## src/rtl/cesd_pkg.sv

```systemverilog
// Shared types and constants for the C escape sequence decoder.
// No dependencies; used by c_escape_sequence_decoder.

package cesd_pkg;

    localparam logic [7:0] CHR_BACKSLASH = 8'h5C;
    localparam logic [7:0] CHR_QUOTE     = 8'h22;
    localparam logic [7:0] CHR_A         = 8'h61;
    localparam logic [7:0] CHR_B         = 8'h62;
    localparam logic [7:0] CHR_F         = 8'h66;
    localparam logic [7:0] CHR_N         = 8'h6E;
    localparam logic [7:0] CHR_R         = 8'h72;
    localparam logic [7:0] CHR_T         = 8'h74;
    localparam logic [7:0] CHR_V         = 8'h76;
    localparam logic [7:0] CHR_DIGIT_0   = 8'h30;
    localparam logic [7:0] CHR_DIGIT_7   = 8'h37;

    localparam logic [7:0] CTL_BEL = 8'h07;
    localparam logic [7:0] CTL_BS  = 8'h08;
    localparam logic [7:0] CTL_FF  = 8'h0C;
    localparam logic [7:0] CTL_LF  = 8'h0A;
    localparam logic [7:0] CTL_CR  = 8'h0D;
    localparam logic [7:0] CTL_HT  = 8'h09;
    localparam logic [7:0] CTL_VT  = 8'h0B;

    localparam int unsigned OCT_DIGITS_MAX = 3;

    // Decoder mode, one-hot.
    typedef enum logic [2:0] {
        MODE_PLAIN = 3'b001,
        MODE_ESC   = 3'b010,
        MODE_OCT   = 3'b100
    } mode_t;

    // One decoded result beat.
    typedef struct packed {
        logic [7:0] out_byte;
        logic       byte_present;
        logic       end_of_string;
    } result_t;

    typedef struct packed {
        logic       hit;
        logic [7:0] value;
    } esc_map_t;

    // Map the byte after a backslash onto its control byte.
    function automatic esc_map_t simple_escape(input logic [7:0] b);
        esc_map_t r;
        r.hit   = 1'b1;
        r.value = b;
        unique case (b)
            CHR_QUOTE:     r.value = CHR_QUOTE;
            CHR_A:         r.value = CTL_BEL;
            CHR_B:         r.value = CTL_BS;
            CHR_F:         r.value = CTL_FF;
            CHR_N:         r.value = CTL_LF;
            CHR_R:         r.value = CTL_CR;
            CHR_T:         r.value = CTL_HT;
            CHR_V:         r.value = CTL_VT;
            CHR_BACKSLASH: r.value = CHR_BACKSLASH;
            default:       r.hit   = 1'b0;
        endcase
        return r;
    endfunction

    function automatic logic is_octal(input logic [7:0] b);
        return (b >= CHR_DIGIT_0) && (b <= CHR_DIGIT_7);
    endfunction

endpackage

```

## src/rtl/c_escape_sequence_decoder.sv

```systemverilog
// C escape sequence decoder, top level.
// Depends on cesd_pkg for character constants, mode type and result struct.

// Takes an escaped string one byte per beat on the s_ stream (s_tlast marks
// the final byte) and emits the unescaped bytes on the m_ stream, one result
// per beat. Simple escapes (\" \a \b \f \n \r \t \v \\) become one control
// byte, one to three octal digits become their value truncated to 8 bits, an
// unknown escape gives a backslash and the byte, and a lone trailing backslash
// is dropped. Every string closes with a beat that has m_tlast set; when the
// final input byte produces no data, that beat carries m_tuser = 0 and
// m_tdata = 0. An input byte is decoded in the cycle it is accepted and its
// results (none, one or two) land in a four-entry result queue, so the block
// takes a byte every cycle as long as at least two queue entries are free.
// The sustained rate is one input beat per cycle while m_tready stays high and
// no byte yields two results; a byte that does (an unknown escape, or an octal
// run ended by an ordinary byte) needs two beats of the output port.

module c_escape_sequence_decoder (
    input  logic       aclk,
    input  logic       aresetn,
    // input stream
    input  logic       s_tvalid,
    output logic       s_tready,
    input  logic [7:0] s_tdata,   // [7:0] in_byte
    input  logic       s_tlast,   // last_byte
    // result stream
    output logic       m_tvalid,
    input  logic       m_tready,
    output logic [7:0] m_tdata,   // [7:0] out_byte
    output logic       m_tuser,   // [0] byte_present
    output logic       m_tlast    // end_of_string
);

    localparam int unsigned QDEPTH = 4;
    localparam int unsigned QAW    = $clog2(QDEPTH);

    // Decoder state.
    cesd_pkg::mode_t mode_reg, mode_next;
    logic [8:0]      oval_reg, oval_next;
    logic [1:0]      ocnt_reg, ocnt_next;

    // Result queue.
    cesd_pkg::result_t q_reg [QDEPTH];
    logic [QAW-1:0]    head_reg, head_next;
    logic [QAW-1:0]    tail_reg, tail_next;
    logic [QAW:0]      count_reg, count_next;

    // Decode outputs for the beat on s_.
    cesd_pkg::result_t res [2];
    logic [1:0]        nres;

    logic s_fire, m_fire;

    assign s_tready = (count_reg <= (QAW+1)'(QDEPTH - 2));
    assign s_fire   = s_tvalid && s_tready;
    assign m_tvalid = (count_reg != '0);
    assign m_fire   = m_tvalid && m_tready;

    assign m_tdata  = q_reg[head_reg].out_byte;
    assign m_tuser  = q_reg[head_reg].byte_present;
    assign m_tlast  = q_reg[head_reg].end_of_string;

    // Decode one byte: up to two results and the next state.
    always_comb begin
        cesd_pkg::esc_map_t em;
        logic [8:0]         oacc;
        logic [1:0]         ocnt_inc;
        logic [7:0]         b;

        b         = s_tdata;
        em        = cesd_pkg::simple_escape(b);
        oacc      = {oval_reg[5:0], 3'b000} + {6'b0, b[2:0]};
        ocnt_inc  = ocnt_reg + 2'd1;
        mode_next = mode_reg;
        oval_next = oval_reg;
        ocnt_next = ocnt_reg;
        nres      = 2'd0;
        res[0]    = '0;
        res[1]    = '0;

        unique case (mode_reg)
            cesd_pkg::MODE_ESC: begin
                if (em.hit) begin
                    mode_next         = cesd_pkg::MODE_PLAIN;
                    res[nres[0]]      = '{out_byte: em.value, byte_present: 1'b1,
                                          end_of_string: 1'b0};
                    nres              = nres + 2'd1;
                end else if (cesd_pkg::is_octal(b)) begin
                    mode_next = cesd_pkg::MODE_OCT;
                    oval_next = {6'b0, b[2:0]};
                    ocnt_next = 2'd1;
                end else begin
                    // Unknown escape: keep the backslash, then the byte.
                    mode_next    = cesd_pkg::MODE_PLAIN;
                    res[0]       = '{out_byte: cesd_pkg::CHR_BACKSLASH,
                                     byte_present: 1'b1, end_of_string: 1'b0};
                    res[1]       = '{out_byte: b, byte_present: 1'b1,
                                     end_of_string: 1'b0};
                    nres         = 2'd2;
                end
            end
            cesd_pkg::MODE_OCT: begin
                if (cesd_pkg::is_octal(b)) begin
                    if (ocnt_inc >= 2'(cesd_pkg::OCT_DIGITS_MAX)) begin
                        res[nres[0]] = '{out_byte: oacc[7:0], byte_present: 1'b1,
                                         end_of_string: 1'b0};
                        nres         = nres + 2'd1;
                        mode_next    = cesd_pkg::MODE_PLAIN;
                        oval_next    = '0;
                        ocnt_next    = '0;
                    end else begin
                        oval_next = oacc;
                        ocnt_next = ocnt_inc;
                    end
                end else begin
                    // Flush the octal value, then handle the byte as plain.
                    res[0]    = '{out_byte: oval_reg[7:0], byte_present: 1'b1,
                                  end_of_string: 1'b0};
                    nres      = 2'd1;
                    oval_next = '0;
                    ocnt_next = '0;
                    if (b == cesd_pkg::CHR_BACKSLASH) begin
                        mode_next = cesd_pkg::MODE_ESC;
                    end else begin
                        mode_next = cesd_pkg::MODE_PLAIN;
                        res[1]    = '{out_byte: b, byte_present: 1'b1,
                                      end_of_string: 1'b0};
                        nres      = 2'd2;
                    end
                end
            end
            default: begin
                // Plain copy; unused codes fall here too.
                if (b == cesd_pkg::CHR_BACKSLASH) begin
                    mode_next = cesd_pkg::MODE_ESC;
                end else begin
                    mode_next = cesd_pkg::MODE_PLAIN;
                    res[0]    = '{out_byte: b, byte_present: 1'b1,
                                  end_of_string: 1'b0};
                    nres      = 2'd1;
                end
            end
        endcase

        if (s_tlast) begin
            // Close the string: flush a pending octal run, mark the final beat.
            if (mode_next == cesd_pkg::MODE_OCT) begin
                res[nres[0]] = '{out_byte: oval_next[7:0], byte_present: 1'b1,
                                 end_of_string: 1'b0};
                nres         = nres + 2'd1;
            end
            if (nres == 2'd0) begin
                res[0] = '0;
                nres   = 2'd1;
            end
            res[~nres[0]].end_of_string = 1'b1;
            mode_next = cesd_pkg::MODE_PLAIN;
            oval_next = '0;
            ocnt_next = '0;
        end
    end

    // Queue pointer and count update.
    always_comb begin
        logic [1:0] npush;
        npush      = s_fire ? nres : 2'd0;
        tail_next  = tail_reg + QAW'(npush);
        head_next  = head_reg + QAW'(m_fire);
        count_next = count_reg + (QAW+1)'(npush) - (QAW+1)'(m_fire);
    end

    always_ff @(posedge aclk) begin
        if (!aresetn) begin
            mode_reg  <= cesd_pkg::MODE_PLAIN;
            oval_reg  <= '0;
            ocnt_reg  <= '0;
            head_reg  <= '0;
            tail_reg  <= '0;
            count_reg <= '0;
        end else begin
            head_reg  <= head_next;
            tail_reg  <= tail_next;
            count_reg <= count_next;
            if (s_fire) begin
                mode_reg <= mode_next;
                oval_reg <= oval_next;
                ocnt_reg <= ocnt_next;
            end
        end
    end

    // Queue payload: write the first result at the tail, the second after it.
    always_ff @(posedge aclk) begin
        if (s_fire && (nres != 2'd0)) begin
            q_reg[tail_reg] <= res[0];
        end
        if (s_fire && (nres == 2'd2)) begin
            q_reg[tail_reg + QAW'(1)] <= res[1];
        end
    end

endmodule

```

## config.mk

```make
export PLATFORM = sky130hd
export DESIGN_NAME = c_escape_sequence_decoder
export DESIGN_NICKNAME = d
export VERILOG_FILES = /design/src/rtl/cesd_pkg.sv /design/src/rtl/c_escape_sequence_decoder.sv
export SDC_FILE = /design/constraint.sdc
export NUM_CORES = 1
export LEC_CHECK = 0
export BUFFER_PORTS_ARGS = -buffer_cell sky130_fd_sc_hd__buf_2
export CAP_MARGIN = 40
export CORE_AREA = 2 2 90 92
export DETAILED_ROUTE_END_ITERATION = 12
export DIE_AREA = 0 0 92 94
export GPL_TIMING_DRIVEN = 1
export PLACE_DENSITY = 0.64
export SLEW_MARGIN = 25
export SYNTH_ARGS = -nofsm -noshare
export SYNTH_HDL_FRONTEND = slang
export SYNTH_SLANG_ARGS = --single-unit
```

## constraint.sdc

```tcl
create_clock -name aclk -period 8.15 [get_ports aclk]
set_input_delay 0.815 -clock aclk [delete_from_list [all_inputs] [get_ports aclk]]
set_output_delay 0.815 -clock aclk [all_outputs]
set_load 0.02 [all_outputs]
```

==> impl_metrics.toml <==
[status]
status = "complete, no violations"

[floorplanning]
num_io_pins = 25
die_w_um = 92
core_area_um2 = 7610
row_count = 32
fp.dieH_um = 94
die-area_um2 = 8650
initial_utilization = 0.492

[synth]
synthArstFlopShare = 0
synthFlopType = "edfxtp_1"
synth_area_leader_cell = "edfxtp_1"
seq_area_frac_synth = 0.428
syn-num-nets = 362
ys_warn_count = 0
yosys-top-cells-count = "edfxtp_1, dfxtp_1, nor2b_1"
synth_edf_count = 40
synth_top_area_share = 0.321
syn_area_per_cell_um2 = 10.9
postSynthCellCount = 342
yosysUniqueCellTypes = 65
yosys_register_bits = 60
synthMostInstantiatedCell = "edfxtp_1"
yosys-top-cells-area = "edfxtp_1, dfxtp_1, mux4_2"
netlist_area_um2 = 3740

[detailed_routing]
dr.first_iter.drc_count = 249
vias_per_cell = 6.22
first_pass_iters = 5
drt_wl_total_um = 8850
wire_per_inst_um = 19.1
drc_errors = 0
vias = 2880
postRouteAntennaNets = 0

[timing]
clock_skew_ns = 0.00916
fmax_ghz = 0.249
hold_violations = 0
fin_crit_ns = 4.02
finalCritPeriodShare = 0.493
setup_viol = 0
rsz0062_at_grt = "no"
max_slew_margin = 0.438
tightest_slew_ns = 0.841
slew_violations = 0
setup-tns-final_ns = 0

[cts]
cts_setup_buffers = 0
postCtsHoldBufs = 0
clk_latency_ns = 0.35
htree_levels = 3
cts_max_path_buffers = 2
post_cts_resized = 0
cts_tree = "built"
cts_root_buf = "clkbuf_8"
clk_pin_slew_ns = 0.07
cts.sink_count = 60
numCtsBuffers = 9

[placement]
hpwlAfterDp_um = 6220
place_congestion = 0.993
post_dp_cell_area_um2 = 3890
port_buffers = 24
placedCellCount = 446

[power]
power.switching_uw = 272
power_density_nw_per_um2 = 206
leakagePower_uw = 0.00128
vdd_drop_max_mv = 0.0773
clkPwrFrac = 0.275
p_comb_frac = 0.271
seqPwrFrac = 0.455
p_int_uw = 565
sw_frac_of_total = 0.325

[global_route]
grt_remaining_overflow = 0
antenna_found_initial = 0
grtUsageTotal = 0.220
grt_pass1_vias = 2735
grt_pass1_wl_um = 14600
grt_max_degree = 22

[layout]
area_delta_synth_final_pct = 8.70
fin_area_um2 = 4070
largest_register_ffs = 40
instances_no_fill = 463
drive_above_1_share = 0.222
insertedDiodeCount = 0
finalNetCount = 377

[hold_path]
hold_path_class = "reg -> reg"

[worst_setup_path]
worst_setup_path_end_kind = "flop"
worstSetupPathType = "in -> reg"
path_max_fanout = 11
worstPathRequired_ns = 8.40
cp.arrival_ns = 4.27
cp-start-kind = "input pin"

[run]
maxCapViolations = 0
[area by class of cell]
class                      count  area, um^2
tap                          102         128
fill                         690        3540
sequential                    60        1600
clock buffer                   9         124
multi-input combinational    247        1980
timing repair buffer          31         174
inverter                       8        30.0
clock inverter                 6        32.5
[power by group through the flow]
stage | Clock (uW) | Sequential [uW] | Combinational, uW
final | 230 | 381 | 227
after global routing | 245 | 385 | 250
after CTS | 230 | 391 | 217
after detailed placement | 0 | 398 | 216
after global placement | 0 | 395 | 213
after floorplan | 0 | 374 | 175
[layer usage]
layer	share of wire	vias up	wire length, um	GRT usage
met5	0	-	0	0
met4	0.025	0	219	0.0995
met3	0.073	26	647	0.0385
met2	0.47	149	4130	0.349
met1	0.44	1366	3850	0.296
li1	-	1339	-	-
[cells by family after synthesis]
group                    Yosys count  synth area share
adder cells (fa/ha/maj)            7            0.0254
flip-flops                        60             0.428
XOR/XNOR                           7            0.0164
AND/OR/NAND/NOR                  112             0.185
buffers and inverters             35            0.0435
AO/OA/AOI/OAI                     83             0.162
multiplexers                      38             0.139
[cell usage in the layout, fill, tap and decap left out, types with 3 or more instances in the layout]
cell      netlist  routed
a211oi_1        4       4
a21boi_0        6       6
a21oi_1        16      16
a22oi_1        10      10
a32oi_1         3       3
and2_1         11      11
and3_1          5       5
buf_2           7      25
buf_4           4       5
clkbuf_8        0       9
dfxtp_1        20      20
edfxtp_1       40      40
ha_1            6       6
inv_1           8       8
mux2_2         12      12
mux2i_1        16      16
mux4_2         10      10
nand2_1        17      17
nand3_1         8       8
nand4_1         5       5
nor2_1         13      13
nor2b_1        20      20
nor3_1          6       6
nor4bb_1        5       5
o211ai_1        3       3
o21ai_0        13      13
o31ai_1         3       3
or3_1           3       3
xnor2_1         4       4
xor2_1          3       3
[path summary, 6_finish.rpt]
path	startpoint	endpoint	slack, ns	cells after the start
setup / recovery	s_tdata[3]	count_reg[2]$_SDFF_PN0_	4.13	13
hold / removal	mode_reg[1]$_SDFFE_PN0P_	mode_reg[1]$_SDFFE_PN0P_	0.56	2
setup reg to reg	mode_reg[2]$_SDFFE_PN0P_	count_reg[2]$_SDFF_PN0_	4.46	13
hold reg to reg	mode_reg[1]$_SDFFE_PN0P_	mode_reg[1]$_SDFFE_PN0P_	0.56	2
[worst max-delay path, cell delays in order]
cell and delay, ns:
buf_2 0.17, nor4b_4 0.58, nand2_1 0.41, o21ai_0 0.34, a31oi_1 0.12, ha_1 0.30
nand4_1 0.08, a31o_2 0.28, ha_1 0.29, fa_1 0.43, xor2_1 0.16, xnor2_1 0.12
and2_1 0.15
[through the flow]
| step | power, uW | setup slack [ns] | hold WS (ns) | utilization |
|---|---|---|---|---|
| 2_1_floorplan | 549 | 4.25 | 0.499 | - |
| 3_3_place_gp | 608 | 3.91 | 0.528 | 0.510 |
| 3_5_place_dp | 613 | 3.81 | 0.548 | 0.511 |
| 4_1_cts | 838 | 4.17 | 0.559 | 0.532 |
| 5_1_grt | 880 | 3.86 | 0.594 | 0.534 |
| 6_report | 837 | 4.13 | 0.557 | 0.534 |
No activity file was read; power rests on OpenSTA's default activity.
